<file path="config.mk">
export PLATFORM = sky130hd
export DESIGN_NAME = sitda_front
export DESIGN_NICKNAME = d
export VERILOG_FILES = /design/src/sv/sitda_pkg.sv /design/src/sv/sitda_front.sv
export SDC_FILE = /design/constraint.sdc
export NUM_CORES = 1
export LEC_CHECK = 0
export BUFFER_PORTS_ARGS = -buffer_cell sky130_fd_sc_hd__buf_2
export CAP_MARGIN = 20
export CORE_ASPECT_RATIO = 1.2
export CORE_UTILIZATION = 44
export CTS_CLUSTER_SIZE = 24
export DETAILED_ROUTE_END_ITERATION = 8
export PLACE_DENSITY_LB_ADDON = 0.15
export SYNTH_ARGS = -nofsm -noshare
export SYNTH_HDL_FRONTEND = slang
export SYNTH_SLANG_ARGS = --single-unit
export TNS_END_PERCENT = 10
</file>
<file path="constraint.sdc">
create_clock -name clock -period 2.1 [get_ports clock]
set_clock_uncertainty 0.2 [all_clocks]
set_input_delay 0.315 -clock clock [delete_from_list [all_inputs] [get_ports clock]]
set_output_delay 0.315 -clock clock [all_outputs]
set_load 0.1 [all_outputs]
</file>
<file path="src/sv/sitda_pkg.sv">
// shared types and constants for the signed integer to decimal text converter
`default_nettype none

package sitda_pkg;

   localparam int unsigned VALUE_W   = 32;
   localparam int unsigned DIGIT_MAX = 10;
   localparam int unsigned COUNT_W   = 4;
   localparam int unsigned PROD_W    = 64;
   localparam int unsigned RECIP_SH  = 35;

   localparam logic [7:0] ASCII_ZERO  = 8'd48;
   localparam logic [7:0] ASCII_MINUS = 8'd45;

   // floor(n / 10) == (n * RECIP_TEN) >> 35 for every 32-bit n
   localparam logic [VALUE_W-1:0] RECIP_TEN = 32'hCCCC_CCCD;

   typedef logic [3:0] digit_type;
   typedef digit_type [DIGIT_MAX-1:0] digit_array_type;

   typedef struct packed {
      logic               negative;
      logic [VALUE_W-1:0] magnitude;
   } item_type;

   typedef struct packed {
      logic               negative;
      logic [COUNT_W-1:0] count;
      digit_array_type    digits;
   } handoff_type;

   typedef enum logic [1:0] {
      CONV_IDLE,
      CONV_DIVIDE,
      CONV_HANDOFF
   } conv_state_type;

endpackage

`default_nettype wire

</file>
<file path="src/sv/sitda_front.sv">
// input stage: takes an item, works out sign and magnitude
`default_nettype none

module sitda_front (
   input  wire logic                          clock,
   input  wire logic                          reset,
   input  wire logic                          req_valid,
   output logic                               req_ready,
   input  wire logic signed [sitda_pkg::VALUE_W-1:0] req_value,
   output logic                               push_valid,
   input  wire logic                          push_ready,
   output sitda_pkg::item_type                push_item
);

   logic                valid_ff;
   logic                valid_in;
   sitda_pkg::item_type item_ff;
   sitda_pkg::item_type item_in;
   logic [sitda_pkg::VALUE_W-1:0] raw;

   assign req_ready  = !valid_ff || push_ready;
   assign push_valid = valid_ff;
   assign push_item  = item_ff;

   always_comb begin
      raw                = req_value;
      item_in.negative   = raw[sitda_pkg::VALUE_W-1];
      // two's complement magnitude, the most negative value gives 2^31 unsigned
      item_in.magnitude  = raw[sitda_pkg::VALUE_W-1] ? (~raw + 1'b1) : raw;
      valid_in           = valid_ff;
      if (req_valid && req_ready) begin
         valid_in = 1'b1;
      end else if (push_ready) begin
         valid_in = 1'b0;
      end
   end

   always_ff @(posedge clock) begin
      if (reset) begin
         valid_ff <= 1'b0;
      end else begin
         valid_ff <= valid_in;
      end
   end

   always_ff @(posedge clock) begin
      if (req_valid && req_ready) begin
         item_ff <= item_in;
      end
   end

endmodule

`default_nettype wire

</file>
**After elaboration in Yosys (flattened, before gate mapping)**

Cells that the tools add are included.

- Flip-flop bits (word level): 34
- Bits in latches: 0
- Bits in writable memories: 0
- ROM bits: 0
- Bits of input ports: 36
- Output and inout bits: 35
- Word-level logic and storage cells: 13
- Memories kept: 0

- Add/sub/neg operators: 1
- Multiply operators: 0
- Divide/modulo/power cells: 0
- Order comparisons: 0
- Eq/ne operators: 0
- Shifts and indexed selects: 0
- Muxes and demuxes: 3
- Bitwise gates (word level): 1
- Reduce and logical (&&, ||, !) cells: 4

Operators with widths:

| cell | count |
|---|---|
| adder 32 x 1 -> 32 bit (second input constant) | 1 |
| NOT 32 bit | 1 |
| 2-to-1 mux 31 bit | 1 |
| 2-to-1 mux 1 bit | 2 |
| nonzero test 2 bit | 1 |
| logical AND 1 bit | 1 |
| logical NOT 1 bit | 1 |
| logical OR 1 bit | 1 |

**Depth between registers and ports, before layout**

- Depth in word-level cells: 4
- Mapped depth: 6
- Mapped depth without buffers: 6

**Worst setup path before layout**

OpenSTA, ideal clock, no wires.

- Kind: register to register
- Start: register valid_ff (netlist: push_valid)
- End: register item_ff (netlist bit push_item[0]) (enable)
- Library setup time: 0.410 ns
- Arrival: 2.562 ns
- Required time: 1.490 ns
- Path slack: -1.072 ns
- Cell stages (with the launch flop): 3
- Buffers on the path: 0
- Clock period less this slack: 3.172 ns
- Path through: dfxtp_1 nand2b_1 and2_1

- Word-level cells in the longest chain between the ends: 3

RTL lines:

| what | RTL line | text |
|---|---|---|
| start, declared | sitda_front.sv:15 | `logic valid_ff;` |
| start signal, assigned | sitda_front.sv:42 | `valid_ff <= valid_in;` |
| logical NOT 1 bit | sitda_front.sv:21 | `assign req_ready = !valid_ff \|\| push_ready;` |
| logical OR 1 bit | sitda_front.sv:21 |  |
| net req_ready | sitda_front.sv:8 | `output logic req_ready,` |
| logical AND 1 bit | sitda_front.sv:47 | `if (req_valid && req_ready) begin` |
| end signal, assigned | sitda_front.sv:48 | `item_ff <= item_in;` |
| end, declared | sitda_front.sv:17 | `sitda_pkg::item_type item_ff;` |

The timed path passes the listed nets, and every way through them passes these cells.
A chain may end at the register's enable or synchronous reset.

==> summary.txt <==
STA
  – Min Tclk post-route: between 2 and 2.5 ns
  – Slew @ Worst Pin: 0.780 ns
  – RSZ-0062 raised after global routing: true
  – Final hold vios: 0
  – Max Freq: ~480 MHz
  – Setup TNS: -0.00475 ns
  – Max_slew headroom: a little under half
  – Final number of setup-violating endpoints: 1
  – Min Hold Slack: approximately 0.067 ns
  – Slew Limit Fails: 0
  – Fin worst setup slack: -0.00475 ns
  – Final Cycle Share: 100%

Critical path
  – Largest fanout on the critical path: 4
  – Required @ worst endpoint: 1.93 ns
  – Crit start category: input pin
  – WP data arrival: ~1.9 ns
  – Setup Crit Path Kind: input pin to flop
  – R2R Setup Slk: between 0.4 and 0.5 ns
  – Critical Path End Type: flop

Placement
  – GPL Wtd Cong: approximately 0.90
  – Area post-placement: between 2000 and 3000 um^2
  – Port Buffers: 70
  – Dpl ws: -0.331 ns
  – Placed insts: a little over 300
  – Placed wire-length estimate: roughly 3.3 mm

Synthesis
  – Main synth FF type: edfxtp_1
  – Synthesized area: approximately 1800 um^2
  – Top cells by count, synth: edfxtp_1 (33), xnor2_1 (24), nand2_1 (9)
  – #FFs+latches synth: 34
  – Area contributors post-synth: edfxtp_1 (55%), xnor2_1 (12%), o31ai_1 (2.5%)
  – Sequential share of the synthesized area: a little under three fifths
  – Count leader, synth: edfxtp_1
  – Synth Instances: about 150
  – Top-area cell type share of the netlist area: ~55%
  – Synthesized area per cell: 12.3 um^2
  – Post-synth net total: 186
  – Netlist cell types: 31
  – Ys async rst share: 0%
  – Syn. warnings: 0
  – Cell taking the most area after synthesis: edfxtp_1
  – Number of synthesized flops with an enable pin: 33

Detailed routing
  – Routed vias/inst: between 5 and 6
  – Final antenna-violating net count: 0
  – # DRC: 0
  – DR vias: between 1.5k and 2k
  – Final wirelength: 4.55 mm
  – DRT Pass-1 Iters: 4
  – First DRT Iteration DRCs: 76
  – Routed len/inst: about 14 um

Clock network
  – CTS Buffer Depth: 2
  – Worst-path clk slew: approximately 0.06 ns
  – CTS Buf Count: 5
  – Post-CTS Setup Inserts: 0
  – H-tree levels: 2
  – Clk_lat worst skew: 0.28 ns
  – Root Buffer: clkbuf_8
  – Sink Count: 34
  – TritonCTS clock tree: yes

Floorplan
  – Die Ht: just over 70 um
  – Core Area: about 3900 um^2
  – Row count: 25
  – Die area: approximately 4400 um^2
  – Initial Utilization: between 40% and 50%
  – Die W: between 60 and 70 um
  – I/O Pins: 71

Final layout
  – # fillers: roughly 330
  – Non-Filler Instances: approximately 310
  – Finished layout cell area: approximately 2600 um^2
  – Nets: 298
  – Fraction of layout cells with a size suffix above 1: 50.0%
  – Register area: roughly 1000 um^2
  – Syn-to-layout area delta: 45.6%
  – N_diodes: 0
  – Final core occ: 67.1%
  – Multi-input gate area: around 830 um^2

Worst hold path
  – Min-delay worst type: input pin to flop

Job
  – Max-cap viol count: 0

Power
  – Peak supply drop: approximately 400 uV
  – Overall power: slightly below 2 mW
  – Static leakage: between 1 and 1.5 nW
  – Power Density: between 700 and 800 nW/um^2

GRT
  – Total GRT Usage: between 20% and 30%
  – First-pass GRT wire length: slightly above 7 mm
  – GRT overflow: 0
  – Initial antenna violation count: 0
  – Vias in the first global route: roughly 1.7k
  – Largest net degree at the start of global routing: 34

Run status
  – Status: finished with violations
  – Failing checks: setup timing
## sequential cells by signal (all words and copies together) (netlist names)
| register | flops |
|---|---|
| push_valid | 1 |
| push_item | 33 |
## power breakdown
part / switching, mW / internal [mW] / total (mW)
Combinational: 0.519 / 0.152 / 0.671
Clock: 0.216 / 0.228 / 0.444
Sequential: 0.0119 / 0.815 / 0.827
Total: 0.748 / 1.19 / 1.94
## worst paths after layout
path | cells after the start | end | from
worst min register to register | 2 | push_valid | push_valid
worst max-delay path | 5 | push_item[18] | req_value[5]
worst min-delay path | 3 | push_valid | req_valid
worst max register to register | 2 | push_item[29] | push_valid
## placed cells by master, fill, tap and decap left out, types with 5 or more instances in the layout
cell type	count
nor4_1	7
xnor2_1	24
o21ai_0	8
a31oi_1	5
buf_4	37
nor3_1	5
buf_2	70
xor2_1	5
clkbuf_8	5
nor2_1	5
edfxtp_1	33
nand2_1	9
## cell families (layout without fill, tap and decap cells)
family | count (synthesis) | after routing | share of synthesized area (%)
xor+xnor | 29 | 29 | 14.0
flops | 34 | 34 | 55.7
fa+ha+maj | 2 | 2 | 1.38
buf+inv | 8 | 119 | 2.07
simple gates | 48 | 49 | 15.4
compound gates | 27 | 27 | 11.5
## critical path: stages
cell	delay [ns]
buf_2	0.10
or4_4	0.56
or3_1	0.42
o41ai_1	0.42
xnor2_1	0.11
## layout make-up
| cell class | instances | area share [%] |
|---|---|---|
| sequential | 34 | 38.3 |
| multi-input combinational | 107 | 31.6 |
| timing repair buffer | 108 | 24.1 |
| clock buffer | 7 | 2.89 |
| tap | 54 | 2.56 |
| inverter | 4 | 0.568 |
## metal layers
layer / wire (um) / global-route usage [%]
met1: 1790 / 23.3
met2: 2470 / 40.8
met3: 200 / 5.35
met4: 92 / 9.60
met5: 0 / 0
## timing repair
| action | CTS | global route |
|---|---|---|
| cloned | 0 | 1 |
| pin swaps | 1 | 1 |
| endpoints found under the hold margin | 1 | 0 |
| endpoints found under the setup margin | 5 | 11 |
| hold buffers | 1 | 0 |
| resized for setup | 2 | 2 |
Note: power is estimated with default switching activity, not from simulation.
