--- src/sv/sitda_pkg.sv ---
// shared types and constants for the signed integer to decimal text converter
`default_nettype none

package sitda_pkg;

   localparam int unsigned VALUE_W   = 32;
   localparam int unsigned DIGIT_MAX = 10;
   localparam int unsigned COUNT_W   = 4;
   localparam int unsigned PROD_W    = 64;
   localparam int unsigned RECIP_SH  = 35;

   localparam logic [7:0] ASCII_ZERO  = 8'd48;
   localparam logic [7:0] ASCII_MINUS = 8'd45;

   // floor(n / 10) == (n * RECIP_TEN) >> 35 for every 32-bit n
   localparam logic [VALUE_W-1:0] RECIP_TEN = 32'hCCCC_CCCD;

   typedef logic [3:0] digit_type;
   typedef digit_type [DIGIT_MAX-1:0] digit_array_type;

   typedef struct packed {
      logic               negative;
      logic [VALUE_W-1:0] magnitude;
   } item_type;

   typedef struct packed {
      logic               negative;
      logic [COUNT_W-1:0] count;
      digit_array_type    digits;
   } handoff_type;

   typedef enum logic [1:0] {
      CONV_IDLE,
      CONV_DIVIDE,
      CONV_HANDOFF
   } conv_state_type;

endpackage

`default_nettype wire

--- src/sv/sitda_queue.sv ---
// short item queue between the input stage and the converter
`default_nettype none

module sitda_queue #(
   parameter int unsigned DEPTH = 2
) (
   input  wire logic                clock,
   input  wire logic                reset,
   input  wire logic                push_valid,
   output logic                     push_ready,
   input  wire sitda_pkg::item_type push_item,
   output logic                     pop_valid,
   input  wire logic                pop_ready,
   output sitda_pkg::item_type      pop_item
);

   localparam int unsigned PTR_W = (DEPTH > 1) ? $clog2(DEPTH) : 1;
   localparam int unsigned CNT_W = $clog2(DEPTH + 1);
   localparam logic [PTR_W-1:0] PTR_LAST = PTR_W'(DEPTH - 1);
   localparam logic [CNT_W-1:0] CNT_FULL = CNT_W'(DEPTH);

   sitda_pkg::item_type store_ff [DEPTH];
   logic [PTR_W-1:0] wr_ptr_ff, wr_ptr_in;
   logic [PTR_W-1:0] rd_ptr_ff, rd_ptr_in;
   logic [CNT_W-1:0] fill_ff, fill_in;
   logic             do_push, do_pop;

   assign push_ready = (fill_ff != CNT_FULL);
   assign pop_valid  = (fill_ff != '0);
   assign pop_item   = store_ff[rd_ptr_ff];
   assign do_push    = push_valid && push_ready;
   assign do_pop     = pop_valid && pop_ready;

   always_comb begin
      wr_ptr_in = wr_ptr_ff;
      rd_ptr_in = rd_ptr_ff;
      fill_in   = fill_ff;
      if (do_push) begin
         wr_ptr_in = (wr_ptr_ff == PTR_LAST) ? '0 : wr_ptr_ff + 1'b1;
      end
      if (do_pop) begin
         rd_ptr_in = (rd_ptr_ff == PTR_LAST) ? '0 : rd_ptr_ff + 1'b1;
      end
      if (do_push && !do_pop) begin
         fill_in = fill_ff + 1'b1;
      end else if (do_pop && !do_push) begin
         fill_in = fill_ff - 1'b1;
      end
   end

   always_ff @(posedge clock) begin
      if (reset) begin
         wr_ptr_ff <= '0;
         rd_ptr_ff <= '0;
         fill_ff   <= '0;
      end else begin
         wr_ptr_ff <= wr_ptr_in;
         rd_ptr_ff <= rd_ptr_in;
         fill_ff   <= fill_in;
      end
   end

   always_ff @(posedge clock) begin
      if (do_push) begin
         store_ff[wr_ptr_ff] <= push_item;
      end
   end

endmodule

`default_nettype wire

--- config.mk ---
export PLATFORM = sky130hd
export DESIGN_NAME = sitda_queue
export DESIGN_NICKNAME = d
export VERILOG_FILES = /design/src/sv/sitda_pkg.sv /design/src/sv/sitda_queue.sv
export SDC_FILE = /design/constraint.sdc
export NUM_CORES = 1
export LEC_CHECK = 0
export ABC_AREA = 1
export BUFFER_PORTS_ARGS = -buffer_cell sky130_fd_sc_hd__buf_4
export CORE_ASPECT_RATIO = 1.2
export CORE_MARGIN = 5
export CORE_UTILIZATION = 30
export CTS_CLUSTER_SIZE = 25
export DETAILED_ROUTE_END_ITERATION = 6
export GPL_TIMING_DRIVEN = 0
export PLACE_DENSITY_LB_ADDON = 0.08
export SYNTH_ARGS = -nofsm -noshare
export SYNTH_HDL_FRONTEND = slang
export SYNTH_SLANG_ARGS = --single-unit
--- constraint.sdc ---
create_clock -name clock -period 2.35 [get_ports clock]
set_input_delay 0.235 -clock clock [delete_from_list [all_inputs] [get_ports clock]]
set_output_delay 0.235 -clock clock [all_outputs]
set_load 0.05 [all_outputs]
[After elaboration in Yosys (flattened, before gate mapping)]
Memories as Yosys holds them, arrays and structs flattened. A register that Yosys moved wholly into a read port is not among the register bits.
Index checks and enable logic that the tools add are counted.
W data, S select, Z words.
Cells by class
  reductions and logical operators: 8
  add/sub/neg operators: 4
  multiplexer cells: 8
  equal/unequal tests: 1
Operators with widths (number)
  $mux W1: 6
  $logic_and A1 B1 Y1: 4
  $mux W2: 2
  $reduce_bool A2 Y1: 2
  $add A1 B1 Y1 const B: 2
  $add A2 B1 Y2 const B: 1
  $logic_not A1 Y1: 2
  $ne A2 B2 Y1 const B: 1
  $sub A2 B1 Y2 const B: 1
Word-level totals
  memories: 1
  flip-flop bits (word level): 4
  memory bits (writable): 66
Memories
  store_ff: words 2, width 33, rd ports 1, clocked after memory_dff 1, write ports 1, RTL line sitda_queue.sv:22  | sitda_pkg::item_type store_ff [DEPTH];

[Depth between registers and ports, before layout]
  word-level depth: 6
  mapped depth: 11
  gate-level depth less buffers: 11

[Worst setup path after synthesis]
OpenSTA, ideal clock, no wires.
  kind: reg-to-reg
  from: register fill_ff[0]
  to: memory store_ff[0][0] (netlist bit), enable pin
  required time: 1927 ps
  clock period less this slack: 2763 ps
  arrival time: 2340 ps
  path buffers: 0
  stages on the path, launching flop included: 5
  setup slack: -413 ps
  cell sequence: dfxtp_1 > inv_1 > nand2_1 > nand2_1 > nor2_1
On the way
  cells in the longest elaborated chain, start to end: 4
RTL lines
  start, declared: RTL line sitda_queue.sv:25  | logic [CNT_W-1:0] fill_ff, fill_in;
  start signal, assigned: RTL line sitda_queue.sv:59  | fill_ff <= fill_in;
  $ne A2 B2 Y1: RTL line sitda_queue.sv:28  | assign push_ready = (fill_ff != CNT_FULL);
  named net push_ready: RTL line sitda_queue.sv:10  | output logic push_ready,
  $logic_and A1 B1 Y1: RTL line sitda_queue.sv:31  | assign do_push = push_valid && push_ready;
  $mux W1: RTL line sitda_queue.sv:64  | if (do_push) begin
  $mux W1 (not written as such): RTL line sitda_queue.sv:65  | store_ff[wr_ptr_ff] <= push_item;
  end, declared: RTL line sitda_queue.sv:22
The timed path passes the listed nets, and every way through them passes these cells.

[Final worst setup path]
  from: register fill_ff[0]
  to: memory store_ff[1][2] (netlist bit), enable pin
On the way
  cells in the longest elaborated chain, start to end: 4
RTL lines (RTL line)
  $ne A2 B2 Y1: sitda_queue.sv:28
  $logic_and A1 B1 Y1: sitda_queue.sv:31
  $mux W1: sitda_queue.sv:64
  $mux W1 (not written as such): sitda_queue.sv:65
Every way passes these cells.

==> qor.csv <==
metric,value,unit
rows,38,
tightest_slew,611.4,ps
worstPathArrival,1800,ps
grt_pass1_wl,8073,µm
power.density,1144,nW/µm²
grt_max_degree,18,
grt_pass1_vias,1711,
critPathMaxFanout,17,
worst-path-buf-inv,2,
synth.top_cells.by_count,"66 x edfxtp_1, 30 x mux2_4, 9 x nand2_1, 8 x inv_1, 7 x nor2_1",
cts_tree,done,
finalCritPeriodShare,75.19,%
die_w,97.82,µm
critPathTopFamily,simple AND/OR/NAND/NOR gates,
hpwl,3743,µm
core-area,9034,µm²
syn-num-nets,178,
crit_path_end_kind,flip-flop,
synth_seq_cells,71,
period_needed,1767,ps
root_buffer,clkbuf_8,
crit_type,reg2reg,
yosysUniqueCellTypes,14,
fmax,565.9,MHz
drt-pass1-iter-count,4,
ys_async_sr_fraction,0,%
cts_resized,0,
via_per_inst,4.186,
postCtsSetupBuffers,0,
crit_path_start_kind,flip-flop,
drive_above_1_share,54.15,%
r2r_setup_slack,580,ps
hold_ws,81.83,ps
clockBufferDepth,2,
slowest_stage,nor2_4,
slowest_delay,530,ps
grtUsageTotal,9.590,%
design.die.area,11290,µm²
gp_congestion,0.7119,
hp-class,in2reg,
nets,262,
yosys_warnings,0,
area_delta_synth_final,33.30,%
ys_top_cells_by_area,"edfxtp_1 71%, mux2_4 16%, dfxtp_1 3.6%, buf_12 2.2%, nand2_1 1.2%",
rsz0062_at_grt,no,
drtIter0Drc,51,
leakagePower,1.460,nW
yosysSeqAreaShare,74.99,%
final_core_util,40.97,%
slew_headroom,59.14,%
cts_sinks,71,
initial_core_util,30.73,%
drv_cap,0,
ctsHoldBuffers,0,
timing.final.hold_violations,0,
setup_viol,0,
diodes,0,
overflow,0,
synth_area_per_cell,19.83,µm²
final_max_slew_viol_count,0,
vias,1461,
required,2390,ps
ant_nets,0,
post-synth-top-area-fraction,71.38,%
clk_pin_slew,70,ps
htree_levels,3,
synth_ff_type,edfxtp_1,
wirelength,5046,µm
clk_latency,330,ps
vdd.ir_drop.worst,0.6098,mV
routed_wire_length_per_instance,14.46,µm
syn_area,2776,µm²
synth_edf_count,66,
post-synth-top-count-cell,edfxtp_1,
synthCells,140,
ios,72,
synth_area_leader_cell,edfxtp_1,
path_common_cell,nand2_1,
io_buffers,71,
antenna_found_initial,0,
die_h,115.4,µm
crit_chain,inv_1 -> nand2_1 -> nand2_1 -> nor2_4 -> buf_16,
numCtsBuffers,9,
skew,8.615,ps
status,"finished, final reports clean",
drc_errors,0,
## placed cells by master (no fill, tap or decap), types with 2 or more instances in the layout
cell,synthesis,layout
nor2_4,0,2
mux2_2,3,3
clkbuf_8,0,11
nand3_1,2,2
mux2_4,30,30
buf_12,3,3
buf_16,0,2
a21oi_1,2,2
dfxtp_1,5,5
inv_1,8,8
nor2_1,7,5
buf_4,0,71
o21ai_0,2,2
clkbuf_1,0,4
edfxtp_1,66,66
nand2_1,9,9
## kinds of logic after synthesis
group	count (synthesis)	share of synthesized area [%]
adder cells (fa/ha/maj)	1	0.4506
AND/OR/NAND/NOR	19	2.749
multiplexers	33	17.44
buffers and inverters	12	3.650
AO/OA/AOI/OAI	4	0.7211
flip-flops	71	74.99
## per-stage QoR
stage	cell area (µm²)	total power [mW]	setup TNS [ps]	setup slack, ps	std cells
6_report	3701	4.232	0	583.1	349
5_1_grt	3701	4.449	0	433.8	349
2_1_floorplan	2776	2.945	-27290	-413.4	140
4_1_cts	3701	4.310	0	551.6	349
3_3_place_gp	3460	3.359	-58370	-886.9	331
3_5_place_dp	3530	3.451	0	562.8	333
## flip-flops by register name (all words and copies together) (netlist names), named ones only
name / count
rd_ptr_ff: 1
wr_ptr_ff: 1
store_ff: 66
fill_ff: 2
## worst paths after layout
check,startpoint,endpoint,cells past startpoint
max reg2reg,fill_ff[0]$_SDFFE_PP0P_,store_ff[1][2]$_DFFE_PP_,5
max,fill_ff[0]$_SDFFE_PP0P_,store_ff[1][2]$_DFFE_PP_,5
min,push_item[19],store_ff[0][19]$_DFFE_PP_,1
min reg2reg,rd_ptr_ff$_SDFFE_PP0P_,rd_ptr_ff$_SDFFE_PP0P_,2
## layout make-up
cell class                 count  area, µm²
buffer                         4      71.32
timing repair buffer          73      588.1
tap                          120      150.1
clock buffer                  15      166.4
multi-input combinational     57      608.1
inverter                       8      30.03
fill                         847       5333
sequential                    71       2082
clock inverter                 1      5.005
## power breakdown
part / internal (mW) / leakage, nW / switching, mW
Clock: 0.441 / 0.0877 / 0.394
Sequential: 1.60 / 0.657 / 0.0540
Combinational: 0.661 / 0.715 / 1.08
## routing by layer
layer | up-vias | track usage (%) | wire length (µm)
met5 | - | 0 | 0
met2 | 49 | 18.03 | 2909
met3 | 11 | 3.641 | 294
li1 | 693 | - | -
met1 | 708 | 8.601 | 1711
met4 | 0 | 5.910 | 131
No activity file was read; power rests on OpenSTA's default activity.
