--- config.mk ---
export PLATFORM = sky130hd
export DESIGN_NAME = sitda_emit
export DESIGN_NICKNAME = d
export VERILOG_FILES = /design/src/sv/sitda_pkg.sv /design/src/sv/sitda_emit.sv
export SDC_FILE = /design/constraint.sdc
export NUM_CORES = 1
export LEC_CHECK = 0
export ABC_AREA = 1
export BUFFER_PORTS_ARGS = -buffer_cell sky130_fd_sc_hd__buf_2
export CORE_UTILIZATION = 50
export DETAILED_ROUTE_END_ITERATION = 16
export PLACE_DENSITY = 0.77
export SLEW_MARGIN = 20
export SYNTH_ARGS = -nofsm -noshare
export SYNTH_HDL_FRONTEND = slang
export SYNTH_SLANG_ARGS = --single-unit
--- constraint.sdc ---
create_clock -name clock -period 2.8 [get_ports clock]
set_input_delay 0 -clock clock [delete_from_list [all_inputs] [get_ports clock]]
set_output_delay 0 -clock clock [all_outputs]
set_load 0.01 [all_outputs]
--- src/sv/sitda_pkg.sv ---
// shared types and constants for the signed integer to decimal text converter
`default_nettype none

package sitda_pkg;

   localparam int unsigned VALUE_W   = 32;
   localparam int unsigned DIGIT_MAX = 10;
   localparam int unsigned COUNT_W   = 4;
   localparam int unsigned PROD_W    = 64;
   localparam int unsigned RECIP_SH  = 35;

   localparam logic [7:0] ASCII_ZERO  = 8'd48;
   localparam logic [7:0] ASCII_MINUS = 8'd45;

   // floor(n / 10) == (n * RECIP_TEN) >> 35 for every 32-bit n
   localparam logic [VALUE_W-1:0] RECIP_TEN = 32'hCCCC_CCCD;

   typedef logic [3:0] digit_type;
   typedef digit_type [DIGIT_MAX-1:0] digit_array_type;

   typedef struct packed {
      logic               negative;
      logic [VALUE_W-1:0] magnitude;
   } item_type;

   typedef struct packed {
      logic               negative;
      logic [COUNT_W-1:0] count;
      digit_array_type    digits;
   } handoff_type;

   typedef enum logic [1:0] {
      CONV_IDLE,
      CONV_DIVIDE,
      CONV_HANDOFF
   } conv_state_type;

endpackage

`default_nettype wire

--- src/sv/sitda_emit.sv ---
// character output: sign, then digits from the most significant down
`default_nettype none

module sitda_emit (
   input  wire logic                   clock,
   input  wire logic                   reset,
   input  wire logic                   hand_valid,
   output logic                        hand_ready,
   input  wire sitda_pkg::handoff_type hand_data,
   output logic                        rsp_valid,
   input  wire logic                   rsp_ready,
   output logic [7:0]                  rsp_character,
   output logic                        rsp_last
);

   logic                          busy_ff, busy_in;
   logic                          sign_ff, sign_in;
   logic [sitda_pkg::COUNT_W-1:0] idx_ff, idx_in;
   sitda_pkg::digit_array_type    digits_ff;
   logic                          take;
   logic                          load;

   assign rsp_valid     = busy_ff;
   assign rsp_last      = !sign_ff && (idx_ff == '0);
   assign rsp_character = sign_ff ? sitda_pkg::ASCII_MINUS
                                  : sitda_pkg::ASCII_ZERO + {4'b0, digits_ff[idx_ff]};
   assign take          = rsp_valid && rsp_ready;
   assign hand_ready    = !busy_ff || (take && rsp_last);
   assign load          = hand_valid && hand_ready;

   always_comb begin
      busy_in = busy_ff;
      sign_in = sign_ff;
      idx_in  = idx_ff;
      if (take) begin
         if (sign_ff) begin
            sign_in = 1'b0;
         end else if (idx_ff == '0) begin
            busy_in = 1'b0;
         end else begin
            idx_in = idx_ff - 1'b1;
         end
      end
      if (load) begin
         busy_in = 1'b1;
         sign_in = hand_data.negative;
         idx_in  = hand_data.count - 1'b1;
      end
   end

   always_ff @(posedge clock) begin
      if (reset) begin
         busy_ff <= 1'b0;
         sign_ff <= 1'b0;
         idx_ff  <= '0;
      end else begin
         busy_ff <= busy_in;
         sign_ff <= sign_in;
         idx_ff  <= idx_in;
      end
   end

   always_ff @(posedge clock) begin
      if (load) begin
         digits_ff <= hand_data.digits;
      end
   end

endmodule

`default_nettype wire

-- Word-level counts from Yosys, hierarchy flattened
Cells that the tools add are included.
- RAM bits: 0
- bits in registers: 46
- memories: 0
- output and inout bits: 11
- input port bits: 49
- memory bits (read-only): 0
- latch bits: 0
- word-level logic and storage cells: 44
- divide/modulo/power cells: 0
- shift operators: 0
- $add $sub $neg: 3
- reduce and logical (&&, ||, !) cells: 12
- mux-type cells: 13
- multiply operators: 0
- equal/unequal tests: 2
- bitwise operators: 0
- $lt $le $gt $ge: 1
- operators with widths (kind ; count):
    4-bit 2-to-1 mux ; 5
    4-bit binary-select mux with 4-bit select ; 1
    4-bit by 1-bit subtractor with 4-bit output (second input constant) ; 2
    6-bit by 4-bit adder with 7-bit output (first input constant) ; 1
    7-bit 2-to-1 mux ; 1
    1-bit 2-to-1 mux ; 6
    3-bit AND reduction ; 2
    4-bit by 5-bit less-than comparator with 1-bit output (second input constant) ; 1
    1-bit logical AND ; 4
    4-bit logical NOT ; 1
    2-bit nonzero test ; 2
    1-bit logical NOT ; 2
    2-bit by 1-bit inequality test with 1-bit output (second input constant) ; 1
    2-bit inequality test (second input constant) ; 1
    1-bit logical OR ; 1

-- Longest topological paths before layout
- depth after elaboration: 7
- depth in mapped cells: 11
- mapped depth without buffers: 11

-- Least setup slack after synthesis
Ideal clock, no wire load.
- path kind: register to register
- start: register idx_ff[0] (netlist name)
- end: register digits_ff[0] (netlist name), enable pin
- path buffers: 0
- stages on the path, launching flop included: 6
- setup slack: 819 ps
- arrival: 1586 ps
- period minus slack after synthesis: 1981 ps
- setup time: 395 ps
- required time: 2405 ps
- cell sequence: dfxtp_1 -> nor2_2 -> nand4_2 -> nand2_4 -> nand2_4 -> inv_1
- word-level cells in the longest chain between the ends: 5
- RTL lines (item ; line ; source):
    start: declaration ; sitda_emit.sv:18 ; logic [sitda_pkg::COUNT_W-1:0] idx_ff, idx_in;
    start signal: assignment ; sitda_emit.sv:59 ; idx_ff <= idx_in;
    4-bit logical NOT ; sitda_emit.sv:24 ; assign rsp_last = !sign_ff && (idx_ff == '0);
    1-bit logical AND ; sitda_emit.sv:24 ;
    1-bit logical AND ; sitda_emit.sv:28 ; assign hand_ready = !busy_ff || (take && rsp_last);
    1-bit logical OR ; sitda_emit.sv:28 ;
    net hand_ready ; sitda_emit.sv:8 ; output logic hand_ready,
    1-bit logical AND ; sitda_emit.sv:29 ; assign load = hand_valid && hand_ready;
    end signal: assignment ; sitda_emit.sv:65 ; digits_ff <= hand_data.digits;
    end: declaration ; sitda_emit.sv:19 ; sitda_pkg::digit_array_type digits_ff;
The timed path passes the listed nets, and every way through them passes these cells.
A chain may end at the register's enable or synchronous reset.

-- Worst setup path after layout
- start: register idx_ff[0] (netlist name)
- end: register sign_ff
- word-level cells in the longest chain between the ends: 6
- elaborated cells between the ends (all ways): 7
- those cells by class: mux (1); reduce/logical (6)
- RTL lines (item ; line ; source):
    4-bit logical NOT * ; sitda_emit.sv:24 ;
    1-bit logical AND * ; sitda_emit.sv:24 ;
    1-bit logical AND * ; sitda_emit.sv:28 ;
    1-bit logical OR * ; sitda_emit.sv:28 ;
    1-bit logical AND * ; sitda_emit.sv:29 ;
    1-bit 2-to-1 mux / 2-bit nonzero test (equally long branches) ; n/a ;
    end signal: assignment ; sitda_emit.sv:58 ; sign_ff <= sign_in;
    end: declaration ; sitda_emit.sv:17 ; logic sign_ff, sign_in;
Every way passes the cells marked *; elsewhere a longest branch is shown, timed or not.

==> summary.md <==
| Metric | Value |
|---|---|
| Status | `completed` |
| Dpl cells | `271` |
| Synthesized-area fraction occupied by adder cells | `0.00634` |
| Worst r2r dst | `sign_ff$_SDFFE_PP0P_` |
| Non-filler cells in the finished layout | `between 300 and 400` |
| Crit path buf inv count | `4` |
| Worst-path clk slew | `80 ps` |
| Main combinational cell family by area after synthesis | `compound AO/OA/AOI/OAI gates` |
| Gpl congestion | `0.759` |
| Clock Skew | `slightly below 9 ps` |
| Htree depth | `2` |
| Final critical-path required period | `approximately 2100 ps` |
| Sum of negative setup slack | `0 ps` |
| DRC viols | `0` |
| CTS Root Cell | `clkbuf_8` |
| Post-synth top cells | `edfxtp_1, nand2_1, o21ai_0` |
| Leak pwr | `0.00117 uW` |
| Vias | `around 1700` |
| Final HPWL DP | `between 2000 and 3000 um` |
| Final antenna-violating net count | `0` |
| Routed len/inst | `14.7 um` |
| Sink Count | `46` |
| I/O pins | `60` |
| R2R Path Start | `idx_ff[0]$_SDFFE_PP0P_` |
| Drt via density | `just over 5` |
| Fin worst setup slack | `between 600 and 700 ps` |
| Fillers | `260` |
| Worst-Margin Slew | `approximately 620 ps` |
| Crit end category | `register` |
| Diode count | `0` |
| Initial antenna violation count | `0` |
| Final period utilization | `0.761` |
| Compound-gate portion of the synthesized area | `0.134` |
| Netlist cell types | `26` |
| Hold WC Path Type | `in -> reg` |
| CP Max Fanout | `17` |
| CTS tree | `yes` |
| Worst EP arrival | `approximately 2400 ps` |
| First-pass GRT wire length | `between 7000 and 8000 um` |
| Final hold vios | `0` |
| Top_reg_cell synth | `edfxtp_1` |
| Multiplexer share of the synthesized area | `0` |
| FF-to-FF path depth | `10` |
| Max Slew Vio Count | `0` |
| Clk_lat worst skew | `about 300 ps` |
| Hold Buf Count CTS | `42` |
| Critical path class | `reg -> reg` |
| Most common cell in the netlist | `edfxtp_1` |
| Top-area cell type share of the netlist area | `0.608` |
| Fmax | `approximately 470 MHz` |
| Vert. Die Dim | `64.8 um` |
| Final setup viols | `0` |
| Post-synthesis area per instance | `11.5 um2` |
| Final nets | `approximately 320` |
| Initial Utilization | `0.531` |
| Die ar. | `roughly 4200 um2` |
| Post-cts sizing count | `0` |
| Largest net degree at the start of global routing | `29` |
| Num CTS Buffers | `5` |
| Cells along the critical path | `buf_4 -> nor2_2 -> nand4_2 -> nand2_4 -> nand2_4 -> inv_1 -> buf_4 -> nand2_1 -> a21oi_1 -> dlygate4sd3_1` |
| Worst setup path start | `idx_ff[0]$_SDFFE_PP0P_` |
| Worst vdd ir | `0.419 mV` |
| Layout cells sized above 1 | `0.275` |
| Core box area | `between 3000 and 4000 um2` |
| RSZ-0062 raised after global routing | `no` |
| Clock Tree Buf Depth | `2` |
| CP Depth | `10` |
| Flop2flop setup slack | `between 600 and 700 ps` |
| # rows | `22` |
| Slew HR | `0.587` |
| Register bit total from synthesis | `between 40 and 50` |
| Post-synth EDFFs | `40` |
| Vias in the first global route | `1649` |
| Die Wd | `roughly 65 um` |
| Top delay family on crit path | `buffers and inverters` |
| Gr ovfl total | `0` |
| Post-Synth XOR/XNOR Area | `0.00444` |
| Initial DRT Pass Iterations | `4` |
| WHS | `approximately 15 ps` |
| 1st-iter DRT viols | `109` |
| Final wirelength | `4720 um` |
| Startpoint types | `register` |
| Util after Layout | `0.754` |
| Post-CTS Setup Bufs | `0` |
| Gr usage total | `0.245` |
| Synth Warn # | `0` |
| Pre-CTS setup slack | `1010 ps` |
| Seq/Total Area, Yosys | `0.669` |
| Crit path capture | `sign_ff$_SDFFE_PP0P_` |
| Cells after synthesis | `171` |
| Synth Area in Simple Gates | `0.133` |
| Largest area contributor in the netlist | `edfxtp_1` |
| PwrDens | `around 600 nW/um2` |
| Crit path max-delay cell type | `dlygate4sd3_1` |
| Mapped cell area | `a little under 2000 um2` |
| CP required | `3050 ps` |
| Slowest stage delay, CP | `around 540 ps` |
| Port Buffers | `between 50 and 60` |
| Area growth syn-to-layout | `41.8%` |
| Async S/R FF share, synth | `0` |
| Top cells by area, synth | `edfxtp_1, dfxtp_1, o21ai_0` |
| Max_cap viols | `0` |
==> power breakdown <==
part	internal, uW	switching (uW)	total, uW
clock network	167	213	380
logic	187	251	438
registers	814	34.1	849
==> routing by layer <==
metal  share of wire  global-route usage  routed length, um  vias to the layer above
met5               0                   0                  0                        -
met4           0.027               0.111                128                        0
met3           0.074              0.0687                351                       10
met2            0.51               0.418               2400                       86
met1            0.39               0.283               1840                      757
li1                -                   -                  -                      805
==> logic make-up after synthesis <==
logic type / Yosys count
AOI/OAI and AO/OA: 43
xor gates and xnor gates: 1
adders and majority gates: 1
buffers and inverters: 23
DFF: 46
other: 2
and+or+nand+nor: 55
==> per-stage QoR <==
step | instance area (um2) | power (uW)
floorplan | 1980 | 1110
global placement | 2300 | 1240
detailed placement | 2300 | 1250
CTS | 2800 | 1660
global route | 2800 | 1750
finish | 2800 | 1670
==> worst min path at each step <==
stage / startpoint / endpoint / depth (start not counted)
detailed placement: hand_data[3] / digits_ff[3]$_DFFE_PN_ / 1
global route: hand_valid / rsp_valid$_SDFFE_PP0P_ / 3
finish: hand_valid / rsp_valid$_SDFFE_PP0P_ / 3
floorplan: reset / rsp_valid$_SDFFE_PP0P_ / 1
CTS: hand_valid / rsp_valid$_SDFFE_PP0P_ / 3
global placement: hand_data[30] / digits_ff[30]$_DFFE_PN_ / 1
==> state kept, by name, summed over array words and instances, names as in the netlist <==
name and flops:
rsp_valid 1, sign_ff 1, digits_ff 40, idx_ff 4
==> area by class of cell <==
type | instances | area, um2 | share of cell area
clock inverters | 3 | 11.3 | 0.00402
flip-flops and latches | 46 | 1320 | 0.472
clock buffers | 5 | 68.8 | 0.0246
inverters | 15 | 56.3 | 0.0201
repair buffers | 101 | 723 | 0.258
well taps | 48 | 60.1 | 0.0214
multi-input cells | 103 | 559 | 0.200
==> tightest hold or removal path: cells and delay by family <==
| family | cells | cell delay, ps |
|---|---|---|
| AOI/OAI and AO/OA | 1 | 60 |
| buffers and inverters | 2 | 210 |
==> cell usage in the layout, fill, tap and decap left out, types with 3 or more instances in the layout <==
cell type      instances
clkbuf_8               5
edfxtp_1              40
o22ai_1                4
o211ai_1               7
buf_4                  3
nor2_1                17
nand2_1               19
dlygate4sd3_1         42
dfxtp_1                6
or2_2                  3
a21oi_1                7
o21ai_0               19
conb_1                 3
buf_2                 56
clkinv_1               3
inv_1                 13
nand3_1                7
o221ai_1               4
Power figures use the tool's default switching activity.
